==> config.mk <==
export PLATFORM = sky130hd
export DESIGN_NAME = imu_frame_deframer
export DESIGN_NICKNAME = d
export VERILOG_FILES = /design/src/hdl/ifd_pkg.sv /design/src/hdl/ifd_ram.sv /design/src/hdl/imu_frame_deframer.sv
export VERILOG_INCLUDE_DIRS = /design/src /design/src/hdl
export SDC_FILE = /design/constraint.sdc
export NUM_CORES = 2
export LEC_CHECK = 0
export BUFFER_PORTS_ARGS = -buffer_cell sky130_fd_sc_hd__buf_2
export CORE_MARGIN = 2
export CORE_UTILIZATION = 35
export DETAILED_ROUTE_END_ITERATION = 16
export PLACE_DENSITY = 0.47
export SKIP_CTS_REPAIR_TIMING = 1
export SLEW_MARGIN = 20
export SYNTH_ARGS = -nofsm -noshare
export SYNTH_HDL_FRONTEND = slang
export SYNTH_HIERARCHICAL = 1
export SYNTH_SLANG_ARGS = --single-unit
==> constraint.sdc <==
create_clock -name clk_i -period 8.2 [get_ports clk_i]
set_clock_uncertainty 0.2 [all_clocks]
set_input_delay 0.41 -clock clk_i [delete_from_list [all_inputs] [get_ports clk_i]]
set_output_delay 0.41 -clock clk_i [all_outputs]
set_load 0.005 [all_outputs]
==> src/hdl/imu_frame_deframer_assert.svh <==
// Assertion macros for the IMU frame deframer.
`ifndef IMU_FRAME_DEFRAMER_ASSERT_SVH
`define IMU_FRAME_DEFRAMER_ASSERT_SVH

// Same-cycle implication, sampled on clk_i, off during reset.
`define IFD_ASSERT_IMP(lbl, ante, cons) \
  lbl: assert property (@(posedge clk_i) disable iff (!rst_ni) (ante) |-> (cons)) \
    else $error("imu_frame_deframer: implication check failed");

// Next-cycle implication.
`define IFD_ASSERT_NXT(lbl, ante, cons) \
  lbl: assert property (@(posedge clk_i) disable iff (!rst_ni) (ante) |=> (cons)) \
    else $error("imu_frame_deframer: next-cycle check failed");

`endif

==> src/hdl/ifd_pkg.sv <==
// Types and constants shared by the IMU frame deframer.
`timescale 1ns / 1ps
package ifd_pkg;

  localparam int PAYLOAD_DEPTH = 256;
  localparam int PAYLOAD_AW    = $clog2(PAYLOAD_DEPTH);

  localparam logic [7:0] ATT_MIN_LEN = 8'd12;
  localparam logic [7:0] POS_MIN_LEN = 8'd16;
  localparam logic [7:0] VEL_MIN_LEN = 8'd12;

  localparam logic [3:0] CFG_PREAMBLE  = 4'd0;
  localparam logic [3:0] CFG_BUS_ID    = 4'd1;
  localparam logic [3:0] CFG_DATA_MID  = 4'd2;
  localparam logic [3:0] CFG_WAKE_MID  = 4'd3;
  localparam logic [3:0] CFG_ERR_MID   = 4'd4;
  localparam logic [3:0] CFG_ATT_ID    = 4'd5;
  localparam logic [3:0] CFG_POS_ID    = 4'd6;
  localparam logic [3:0] CFG_VEL_ID    = 4'd7;

  localparam logic [7:0]  RST_PREAMBLE = 8'hFA;
  localparam logic [7:0]  RST_BUS_ID   = 8'hFF;
  localparam logic [7:0]  RST_DATA_MID = 8'h36;
  localparam logic [7:0]  RST_WAKE_MID = 8'h3E;
  localparam logic [7:0]  RST_ERR_MID  = 8'h42;
  localparam logic [15:0] RST_ATT_ID   = 16'h2030;
  localparam logic [15:0] RST_POS_ID   = 16'h5040;
  localparam logic [15:0] RST_VEL_ID   = 16'hD010;

  localparam logic [1:0] QTY_ATT = 2'd0;
  localparam logic [1:0] QTY_POS = 2'd1;
  localparam logic [1:0] QTY_VEL = 2'd2;

  typedef enum logic [2:0] {
    EV_VALUE = 3'd0,
    EV_DONE  = 3'd1,
    EV_WAKE  = 3'd2,
    EV_ERROR = 3'd3,
    EV_OTHER = 3'd4,
    EV_CKSUM = 3'd5
  } event_e;

  typedef enum logic [3:0] {
    ST_PRE,
    ST_BID,
    ST_MID,
    ST_LEN,
    ST_DATA,
    ST_CHK,
    ST_WK_HDR,
    ST_WK_RD,
    ST_WK_ENTRY,
    ST_WK_WORD,
    ST_WK_EMIT,
    ST_WK_DONE
  } state_e;

endpackage

==> src/hdl/ifd_ram.sv <==
// Generic simple dual-port RAM with registered read.
`timescale 1ns / 1ps
module ifd_ram #(
  parameter int Width = 8,
  parameter int Depth = 256
) (
  input  logic                     clk_i,
  input  logic                     we_i,
  input  logic [$clog2(Depth)-1:0] waddr_i,
  input  logic [Width-1:0]         wdata_i,
  input  logic                     re_i,
  input  logic [$clog2(Depth)-1:0] raddr_i,
  output logic [Width-1:0]         rdata_o
);

  logic [Width-1:0] mem_q [Depth];
  logic [Width-1:0] rdata_q;

  always_ff @(posedge clk_i) begin
    if (we_i) begin
      mem_q[waddr_i] <= wdata_i;
    end
    if (re_i) begin
      rdata_q <= mem_q[raddr_i];
    end
  end

  assign rdata_o = rdata_q;

endmodule

==> src/hdl/imu_frame_deframer.sv <==
// Top level of the IMU frame deframer: byte parser, payload RAM and entry walker.
// Receiving: one byte per cycle unless stalled. A status result is in the output
// register in the cycle after the checksum byte, which stalls while a word still waits.
// A good data frame walks the payload RAM (registered read): a three-byte header per entry,
// size bytes per value word (size 4 or 8) and a done event; it waits on output stalls.
// Bytes are stalled during the walk. Reset: hunt for preamble, registers at defaults.
`timescale 1ns / 1ps
`include "imu_frame_deframer_assert.svh"
module imu_frame_deframer (
  input  logic        clk_i,
  input  logic        rst_ni,
  input  logic        in_valid_i,
  output logic        in_stall_o,
  input  logic [7:0]  rx_byte_i,
  output logic        out_valid_o,
  input  logic        out_stall_i,
  output logic [2:0]  event_res_o,
  output logic [1:0]  quantity_o,
  output logic [1:0]  word_index_o,
  output logic [63:0] value_word_o,
  output logic [7:0]  device_error_code_o,
  output logic [7:0]  frame_message_id_o,
  output logic        request_measure_o,
  output logic        last_o,
  input  logic        cfg_we_i,
  input  logic [3:0]  cfg_index_i,
  input  logic [15:0] cfg_wdata_i
);

  localparam int AW = ifd_pkg::PAYLOAD_AW;

  ifd_pkg::state_e state_q, state_d;

  logic [7:0]  preamble_q, bus_id_q, data_mid_q, wake_mid_q, err_mid_q;
  logic [15:0] att_id_q, pos_id_q, vel_id_q;

  logic [7:0]  sum_q, sum_d;
  logic [7:0]  mid_q, mid_d;
  logic [7:0]  plen_q, plen_d;
  logic [8:0]  bcnt_q, bcnt_d;
  logic [7:0]  first_q, first_d;

  logic [8:0]  pos_q, pos_d;
  logic [8:0]  raddr_q, raddr_d;
  logic [3:0]  issue_q, issue_d;
  logic        rvalid_q, rvalid_d;
  logic        oor_q, oor_d;
  logic [63:0] acc_q, acc_d;
  logic [1:0]  qty_q, qty_d;
  logic [1:0]  nw_q, nw_d;
  logic [3:0]  nb_q, nb_d;
  logic [1:0]  widx_q, widx_d;
  logic        hdr_q, hdr_d;

  logic            out_valid_q, out_valid_d;
  ifd_pkg::event_e ev_q, ev_d;
  logic [1:0]      oqty_q, oqty_d;
  logic [1:0]      owidx_q, owidx_d;
  logic [63:0]     oval_q, oval_d;
  logic [7:0]      ocode_q, ocode_d;
  logic [7:0]      omid_q, omid_d;
  logic            oreq_q, oreq_d;
  logic            olast_q, olast_d;

  logic        in_acc, out_free, walking;
  logic        ram_we, ram_re;
  logic [7:0]  ram_rdata;
  logic [7:0]  sum_new;
  logic [8:0]  bcnt_inc;
  logic [15:0] ent_id;
  logic [7:0]  ent_len;
  logic [9:0]  ent_end;

  // Configuration registers
  always_ff @(posedge clk_i or negedge rst_ni) begin
    if (!rst_ni) begin
      preamble_q <= ifd_pkg::RST_PREAMBLE;
      bus_id_q   <= ifd_pkg::RST_BUS_ID;
      data_mid_q <= ifd_pkg::RST_DATA_MID;
      wake_mid_q <= ifd_pkg::RST_WAKE_MID;
      err_mid_q  <= ifd_pkg::RST_ERR_MID;
      att_id_q   <= ifd_pkg::RST_ATT_ID;
      pos_id_q   <= ifd_pkg::RST_POS_ID;
      vel_id_q   <= ifd_pkg::RST_VEL_ID;
    end else if (cfg_we_i) begin
      unique case (cfg_index_i)
        ifd_pkg::CFG_PREAMBLE: preamble_q <= cfg_wdata_i[7:0];
        ifd_pkg::CFG_BUS_ID:   bus_id_q   <= cfg_wdata_i[7:0];
        ifd_pkg::CFG_DATA_MID: data_mid_q <= cfg_wdata_i[7:0];
        ifd_pkg::CFG_WAKE_MID: wake_mid_q <= cfg_wdata_i[7:0];
        ifd_pkg::CFG_ERR_MID:  err_mid_q  <= cfg_wdata_i[7:0];
        ifd_pkg::CFG_ATT_ID:   att_id_q   <= cfg_wdata_i;
        ifd_pkg::CFG_POS_ID:   pos_id_q   <= cfg_wdata_i;
        ifd_pkg::CFG_VEL_ID:   vel_id_q   <= cfg_wdata_i;
        default: ;
      endcase
    end
  end

  assign walking  = (state_q == ifd_pkg::ST_WK_HDR) || (state_q == ifd_pkg::ST_WK_RD) ||
                    (state_q == ifd_pkg::ST_WK_ENTRY) || (state_q == ifd_pkg::ST_WK_WORD) ||
                    (state_q == ifd_pkg::ST_WK_EMIT) || (state_q == ifd_pkg::ST_WK_DONE);
  assign out_free   = !out_valid_q || !out_stall_i;
  assign in_stall_o = walking || ((state_q == ifd_pkg::ST_CHK) && !out_free);
  assign in_acc     = in_valid_i && !in_stall_o;

  assign sum_new  = sum_q + rx_byte_i;
  assign bcnt_inc = bcnt_q + 9'd1;
  assign ent_id   = acc_q[23:8];
  assign ent_len  = acc_q[7:0];
  assign ent_end  = {1'b0, pos_q} + 10'd3 + {2'b00, ent_len};

  assign ram_we = in_acc && (state_q == ifd_pkg::ST_DATA) &&
                  (bcnt_q < 9'(ifd_pkg::PAYLOAD_DEPTH));
  assign ram_re = (state_q == ifd_pkg::ST_WK_RD) && (issue_q != 4'd0);

  ifd_ram #(
    .Width(8),
    .Depth(ifd_pkg::PAYLOAD_DEPTH)
  ) u_payload_ram (
    .clk_i  (clk_i),
    .we_i   (ram_we),
    .waddr_i(bcnt_q[AW-1:0]),
    .wdata_i(rx_byte_i),
    .re_i   (ram_re),
    .raddr_i(raddr_q[AW-1:0]),
    .rdata_o(ram_rdata)
  );

  always_comb begin
    state_d  = state_q;
    sum_d    = sum_q;
    mid_d    = mid_q;
    plen_d   = plen_q;
    bcnt_d   = bcnt_q;
    first_d  = first_q;
    pos_d    = pos_q;
    raddr_d  = raddr_q;
    issue_d  = issue_q;
    rvalid_d = ram_re;
    oor_d    = raddr_q >= 9'(ifd_pkg::PAYLOAD_DEPTH);
    acc_d    = acc_q;
    qty_d    = qty_q;
    nw_d     = nw_q;
    nb_d     = nb_q;
    widx_d   = widx_q;
    hdr_d    = hdr_q;

    out_valid_d = out_valid_q && out_stall_i;
    ev_d    = ev_q;
    oqty_d  = oqty_q;
    owidx_d = owidx_q;
    oval_d  = oval_q;
    ocode_d = ocode_q;
    omid_d  = omid_q;
    oreq_d  = oreq_q;
    olast_d = olast_q;

    unique case (state_q)
      ifd_pkg::ST_PRE: begin
        if (in_acc && (rx_byte_i == preamble_q)) begin
          state_d = ifd_pkg::ST_BID;
        end
      end
      ifd_pkg::ST_BID: begin
        if (in_acc) begin
          if (rx_byte_i == bus_id_q) begin
            sum_d   = rx_byte_i;
            state_d = ifd_pkg::ST_MID;
          end else begin
            state_d = ifd_pkg::ST_PRE;
          end
        end
      end
      ifd_pkg::ST_MID: begin
        if (in_acc) begin
          mid_d   = rx_byte_i;
          sum_d   = sum_new;
          state_d = ifd_pkg::ST_LEN;
        end
      end
      ifd_pkg::ST_LEN: begin
        if (in_acc) begin
          plen_d  = rx_byte_i;
          bcnt_d  = 9'd0;
          sum_d   = sum_new;
          state_d = (rx_byte_i != 8'd0) ? ifd_pkg::ST_DATA : ifd_pkg::ST_CHK;
        end
      end
      ifd_pkg::ST_DATA: begin
        if (in_acc) begin
          if (bcnt_q == 9'd0) begin
            first_d = rx_byte_i;
          end
          bcnt_d = bcnt_inc;
          sum_d  = sum_new;
          if (bcnt_inc >= {1'b0, plen_q}) begin
            state_d = ifd_pkg::ST_CHK;
          end
        end
      end
      ifd_pkg::ST_CHK: begin
        if (in_acc) begin
          sum_d   = sum_new;
          state_d = ifd_pkg::ST_PRE;
          ev_d    = ifd_pkg::EV_OTHER;
          oqty_d  = 2'd0;
          owidx_d = 2'd0;
          oval_d  = 64'd0;
          ocode_d = 8'd0;
          omid_d  = mid_q;
          oreq_d  = 1'b0;
          olast_d = 1'b1;
          out_valid_d = 1'b1;
          priority if (sum_new != 8'd0) begin
            ev_d = ifd_pkg::EV_CKSUM;
          end else if (mid_q == wake_mid_q) begin
            ev_d   = ifd_pkg::EV_WAKE;
            oreq_d = 1'b1;
          end else if (mid_q == data_mid_q) begin
            out_valid_d = out_valid_q && out_stall_i;
            pos_d   = 9'd0;
            state_d = ifd_pkg::ST_WK_HDR;
          end else if (mid_q == err_mid_q) begin
            ev_d    = ifd_pkg::EV_ERROR;
            ocode_d = (plen_q != 8'd0) ? first_q : 8'd0;
          end else begin
            oreq_d = 1'b1;
          end
        end
      end
      ifd_pkg::ST_WK_HDR: begin
        if ((pos_q + 9'd2) < {1'b0, plen_q}) begin
          acc_d   = 64'd0;
          raddr_d = pos_q;
          issue_d = 4'd3;
          hdr_d   = 1'b1;
          state_d = ifd_pkg::ST_WK_RD;
        end else begin
          state_d = ifd_pkg::ST_WK_DONE;
        end
      end
      ifd_pkg::ST_WK_RD: begin
        if (ram_re) begin
          raddr_d = raddr_q + 9'd1;
          issue_d = issue_q - 4'd1;
        end
        if (rvalid_q) begin
          acc_d = {acc_q[55:0], oor_q ? 8'd0 : ram_rdata};
          if (issue_q == 4'd0) begin
            state_d = hdr_q ? ifd_pkg::ST_WK_ENTRY : ifd_pkg::ST_WK_EMIT;
          end
        end
      end
      ifd_pkg::ST_WK_ENTRY: begin
        raddr_d = pos_q + 9'd3;
        widx_d  = 2'd0;
        if (ent_end > {2'b00, plen_q}) begin
          state_d = ifd_pkg::ST_WK_DONE;
        end else begin
          pos_d   = ent_end[8:0];
          state_d = ifd_pkg::ST_WK_HDR;
          priority if (ent_id == att_id_q) begin
            if (ent_len >= ifd_pkg::ATT_MIN_LEN) begin
              qty_d   = ifd_pkg::QTY_ATT;
              nw_d    = 2'd3;
              nb_d    = 4'd4;
              state_d = ifd_pkg::ST_WK_WORD;
            end
          end else if (ent_id == pos_id_q) begin
            if (ent_len >= ifd_pkg::POS_MIN_LEN) begin
              qty_d   = ifd_pkg::QTY_POS;
              nw_d    = 2'd2;
              nb_d    = 4'd8;
              state_d = ifd_pkg::ST_WK_WORD;
            end
          end else if (ent_id == vel_id_q) begin
            if (ent_len >= ifd_pkg::VEL_MIN_LEN) begin
              qty_d   = ifd_pkg::QTY_VEL;
              nw_d    = 2'd3;
              nb_d    = 4'd4;
              state_d = ifd_pkg::ST_WK_WORD;
            end
          end else begin
            state_d = ifd_pkg::ST_WK_HDR;
          end
        end
      end
      ifd_pkg::ST_WK_WORD: begin
        acc_d   = 64'd0;
        issue_d = nb_q;
        hdr_d   = 1'b0;
        state_d = ifd_pkg::ST_WK_RD;
      end
      ifd_pkg::ST_WK_EMIT: begin
        if (out_free) begin
          out_valid_d = 1'b1;
          ev_d    = ifd_pkg::EV_VALUE;
          oqty_d  = qty_q;
          owidx_d = widx_q;
          oval_d  = acc_q;
          ocode_d = 8'd0;
          omid_d  = mid_q;
          oreq_d  = 1'b0;
          olast_d = 1'b0;
          if (widx_q == (nw_q - 2'd1)) begin
            state_d = ifd_pkg::ST_WK_HDR;
          end else begin
            widx_d  = widx_q + 2'd1;
            state_d = ifd_pkg::ST_WK_WORD;
          end
        end
      end
      ifd_pkg::ST_WK_DONE: begin
        if (out_free) begin
          out_valid_d = 1'b1;
          ev_d    = ifd_pkg::EV_DONE;
          oqty_d  = 2'd0;
          owidx_d = 2'd0;
          oval_d  = 64'd0;
          ocode_d = 8'd0;
          omid_d  = mid_q;
          oreq_d  = 1'b0;
          olast_d = 1'b1;
          state_d = ifd_pkg::ST_PRE;
        end
      end
      default: begin
        state_d = ifd_pkg::ST_PRE;
      end
    endcase
  end

  always_ff @(posedge clk_i or negedge rst_ni) begin
    if (!rst_ni) begin
      state_q     <= ifd_pkg::ST_PRE;
      sum_q       <= 8'd0;
      mid_q       <= 8'd0;
      plen_q      <= 8'd0;
      bcnt_q      <= 9'd0;
      issue_q     <= 4'd0;
      rvalid_q    <= 1'b0;
      out_valid_q <= 1'b0;
    end else begin
      state_q     <= state_d;
      sum_q       <= sum_d;
      mid_q       <= mid_d;
      plen_q      <= plen_d;
      bcnt_q      <= bcnt_d;
      issue_q     <= issue_d;
      rvalid_q    <= rvalid_d;
      out_valid_q <= out_valid_d;
    end
  end

  always_ff @(posedge clk_i) begin
    first_q <= first_d;
    pos_q   <= pos_d;
    raddr_q <= raddr_d;
    oor_q   <= oor_d;
    acc_q   <= acc_d;
    qty_q   <= qty_d;
    nw_q    <= nw_d;
    nb_q    <= nb_d;
    widx_q  <= widx_d;
    hdr_q   <= hdr_d;
    ev_q    <= ev_d;
    oqty_q  <= oqty_d;
    owidx_q <= owidx_d;
    oval_q  <= oval_d;
    ocode_q <= ocode_d;
    omid_q  <= omid_d;
    oreq_q  <= oreq_d;
    olast_q <= olast_d;
  end

  assign out_valid_o         = out_valid_q;
  assign event_res_o         = ev_q;
  assign quantity_o          = oqty_q;
  assign word_index_o        = owidx_q;
  assign value_word_o        = oval_q;
  assign device_error_code_o = ocode_q;
  assign frame_message_id_o  = omid_q;
  assign request_measure_o   = oreq_q;
  assign last_o              = olast_q;

  `IFD_ASSERT_IMP(a_done_is_last, out_valid_o && (event_res_o == ifd_pkg::EV_DONE), last_o)
  `IFD_ASSERT_IMP(a_value_not_last, out_valid_o && (event_res_o == ifd_pkg::EV_VALUE), !last_o)
  `IFD_ASSERT_IMP(a_ram_port_excl, ram_we, !ram_re)
  `IFD_ASSERT_NXT(a_done_to_hunt, (state_q == ifd_pkg::ST_WK_DONE) && out_free,
                  (state_q == ifd_pkg::ST_PRE) && out_valid_o && last_o)

endmodule
==> results.sh <==
export IMPL_fillers=24200
export IMPL_antenna_found_initial=15
export IMPL_pwr_share_comb=0.212
export IMPL_synth_most_common_cell="edfxtp_1"
export IMPL_numPortBuffers=123
export IMPL_fin_setup_tns_ns=0
export IMPL_worstPathArrival_ns=5.70
export IMPL_ys_ff_latch=2378
export IMPL_dieArea_um2=276000
export IMPL_htreeDepth=5
export IMPL_p_seq_frac=0.433
export IMPL_synth_top_area_share=0.709
export IMPL_p_int_mw=23.2
export IMPL_cts_buffer_depth=4
export IMPL_antenna_left=0
export IMPL_yosysWarnings=6
export IMPL_gp_congestion=0.783
export IMPL_path_cells="inv_1, ha_1, inv_1, ha_1, fa_1, a211oi_1, o21bai_1, a21oi_1, xnor2_1, ha_1, a211oi_1, nand4_1, a22o_1, or3_1, a211oi_1, nor2b_1"
export IMPL_timing_final_crit_share=0.648
export IMPL_syn_cell_area_um2=95100
export IMPL_finalSetupViolations=0
export IMPL_wire_per_inst_um=29.6
export IMPL_grt_pass1_vias=49400
export IMPL_hold_viol_final=0
export IMPL_firstDrtPassIters=6
export IMPL_drc=0
export IMPL_timing_rr_end="qty_q[1]"
export IMPL_path_max_fanout=7
export IMPL_final_max_slew_violation_count=0
export IMPL_clk_pin_slew_worst_paths_ns=0.06
export IMPL_dieHeight_um=525
export IMPL_max_stage_delay_ns=0.74
export IMPL_stdcell_area_um2=109000
export IMPL_max_cap_violations=0
export IMPL_period_needed_ns=5.31
export IMPL_core_um2=271000
export IMPL_crit_required_ns=8.58
export IMPL_cp_slowest_cell="a211oi_1"
export IMPL_rows=191
export IMPL_io_pins=124
export IMPL_area_delta_synth_final_pct=14.2
export IMPL_track_usage=0.191
export IMPL_syn_nets=5048
export IMPL_synth_top_area_cell="edfxtp_1"
export IMPL_fmax_ghz=0.188
export IMPL_place_area_um2=99900
export IMPL_die_x_um=525
export IMPL_cts_tree="built"
export IMPL_regToRegSetupSlack_ns=2.89
export IMPL_syn_inst=4959
export IMPL_avgSynthCellArea_um2=19.2
export IMPL_synth_cell_types=88
export IMPL_clockPowerShare=0.354
export IMPL_synth_ff_type="edfxtp_1"
export IMPL_multi_input_area_um2=22700
export IMPL_seqCellArea_um2=70800
export IMPL_cp_start_kind="flip-flop"
export IMPL_cts_root_buffer="clkbuf_16"
export IMPL_grt_overflow=0
export IMPL_tightest_slew_ns=1.23
export IMPL_rsz0062_at_grt="false"
export IMPL_async_flop_share=0.0551
export IMPL_numClockSinks=2378
export IMPL_hpwl_um=164000
export IMPL_p_leak_nw=34.8
export IMPL_slew_headroom=0.171
export IMPL_p_per_area_nw_per_um2=300
export IMPL_synth_commonest_cells="edfxtp_1 (2246), mux4_2 (454), nor2_1 (350), clkbuf_1 (146), mux2i_1 (136)"
export IMPL_r2r_start="pos_q[1]"
export IMPL_p_switching_mw=9.37
export IMPL_end_kind="flip-flop"
export IMPL_grt_pass1_wl_um=379000
export IMPL_grt_max_degree=149
export IMPL_synth_yosys_seq_area_share=0.744
export IMPL_hold_path_class="in2async"
export IMPL_clk_latency_ns=0.92
export IMPL_start_util=0.352
export IMPL_status="finished clean"
export IMPL_avgViaCountPerCell=5.42
export IMPL_synthTopCellsByArea="edfxtp_1 (71%), mux4_2 (11%), dfrtp_1 (2.5%)"
export IMPL_wirelength_um=267000
export IMPL_drive_gt1_frac=0.230
export IMPL_reg2reg_depth=16
export IMPL_vias=48900
export IMPL_final_nets=5329
export IMPL_switching_share=0.287
export IMPL_cts_made_buffers=281
export IMPL_synth_edf_count=2246
export IMPL_vdd_ir_drop_max_mv=0.207
export IMPL_path_class="reg2reg"
export IMPL_drt_initial_drc_count=4730
## power groups by stage
stage / clock network [mW] / registers [mW] / logic [mW]
after detailed placement: 0 / 14.4 / 7.03
final: 11.6 / 14.1 / 6.93
after CTS: 11.8 / 14.1 / 7.04
after floorplan: 0 / 14.2 / 4.61
after global placement: 0 / 14.4 / 7.00
after global routing: 12.3 / 14.2 / 7.40
## worst max path at each step
stage                     startpoint  cells after the start  slack [ns]                  endpoint
after floorplan             pos_q[2]                      8        0.96                  acc_q[0]
after global placement    raddr_q[1]                      8        2.85  u_payload_ram/rdata_o[3]
after detailed placement    pos_q[1]                     16        2.94                  qty_q[1]
after CTS                   pos_q[1]                     16        2.90                  qty_q[1]
after global routing        pos_q[1]                     16        2.51                  qty_q[0]
final                       pos_q[1]                     16        2.89                  qty_q[1]
## registers in the layout, summed over array words and instances, names as in the netlist, 9 cells and up
register and cells:
acc_q 64, raddr_q 9, att_id_q 16, pos_id_q 16, bcnt_q 9, u_payload_ram/mem_q 2048
pos_q 9, vel_id_q 16, value_word_o 64
## worst max-delay path, delay by kind of cell, from the launching register on
family,cells,cell delay [ns]
fa+ha+maj,4,1.30
buf+inv,2,0.19
simple gates,3,0.80
flops,1,0.46
xor+xnor,1,0.18
compound gates,6,1.89
## layout make-up
class | count | share of cell area
Sequential cell | 2378 | 0.652
Antenna cell | 12 | 0.000276
Clock inverter | 124 | 0.00848
Clock buffer | 352 | 0.0684
Multi-Input combinational cell | 2269 | 0.209
Inverter | 32 | 0.00111
Tap cell | 3570 | 0.0411
Timing Repair Buffer | 278 | 0.0196
## cells by family (layout without fill, tap and decap cells)
kind of cell | count (synthesis) | in the layout | synth area share
compound gates | 527 | 527 | 0.0389
simple gates | 873 | 873 | 0.0454
other cells | 0 | 12 | 0
xor+xnor | 122 | 122 | 0.0112
buf+inv | 312 | 786 | 0.0186
fa+ha+maj | 56 | 56 | 0.00752
mux | 691 | 691 | 0.134
flops | 2378 | 2378 | 0.744
## per-layer routing
metal	share of wire	global-route usage	vias up	routed length, um
met5	0.000045	0	-	12
met4	0.025	0.0492	2	6590
met3	0.053	0.0270	372	14100
met2	0.49	0.312	1525	130000
met1	0.43	0.266	26300	116000
li1	-	-	20700	-
## placed cells by master, fill, tap and decap left out, types with 62 or more instances in the layout
cell type | synthesis | routed
xnor2_1 | 66 | 66
and3_1 | 77 | 77
buf_4 | 27 | 111
nor2_1 | 350 | 338
clkbuf_16 | 0 | 286
edfxtp_1 | 2246 | 2246
mux4_2 | 454 | 454
mux2_2 | 99 | 99
and2_1 | 86 | 85
buf_2 | 40 | 114
a22oi_1 | 133 | 133
mux2i_1 | 136 | 136
dfrtp_1 | 96 | 96
clkinv_1 | 1 | 62
clkbuf_1 | 146 | 64
a21oi_1 | 117 | 117
nand2_1 | 101 | 100
## metrics by stage
stage | util | worst slack (ns) | cells | hold slack [ns] | power, mW
6_report | 0.401 | 2.89 | 9015 | 0.0592 | 32.6
5_1_grt | 0.401 | 2.51 | 9008 | 0.0517 | 33.9
4_1_cts | 0.400 | 2.90 | 8973 | -0.696 | 33.0
3_5_place_dp | 0.369 | 2.94 | 8497 | 0.205 | 21.4
3_3_place_gp | 0.369 | 2.85 | 8496 | 0.184 | 21.4
2_1_floorplan | - | 0.962 | 4959 | -0.0856 | 18.9
(Power assumes the default switching activity.)
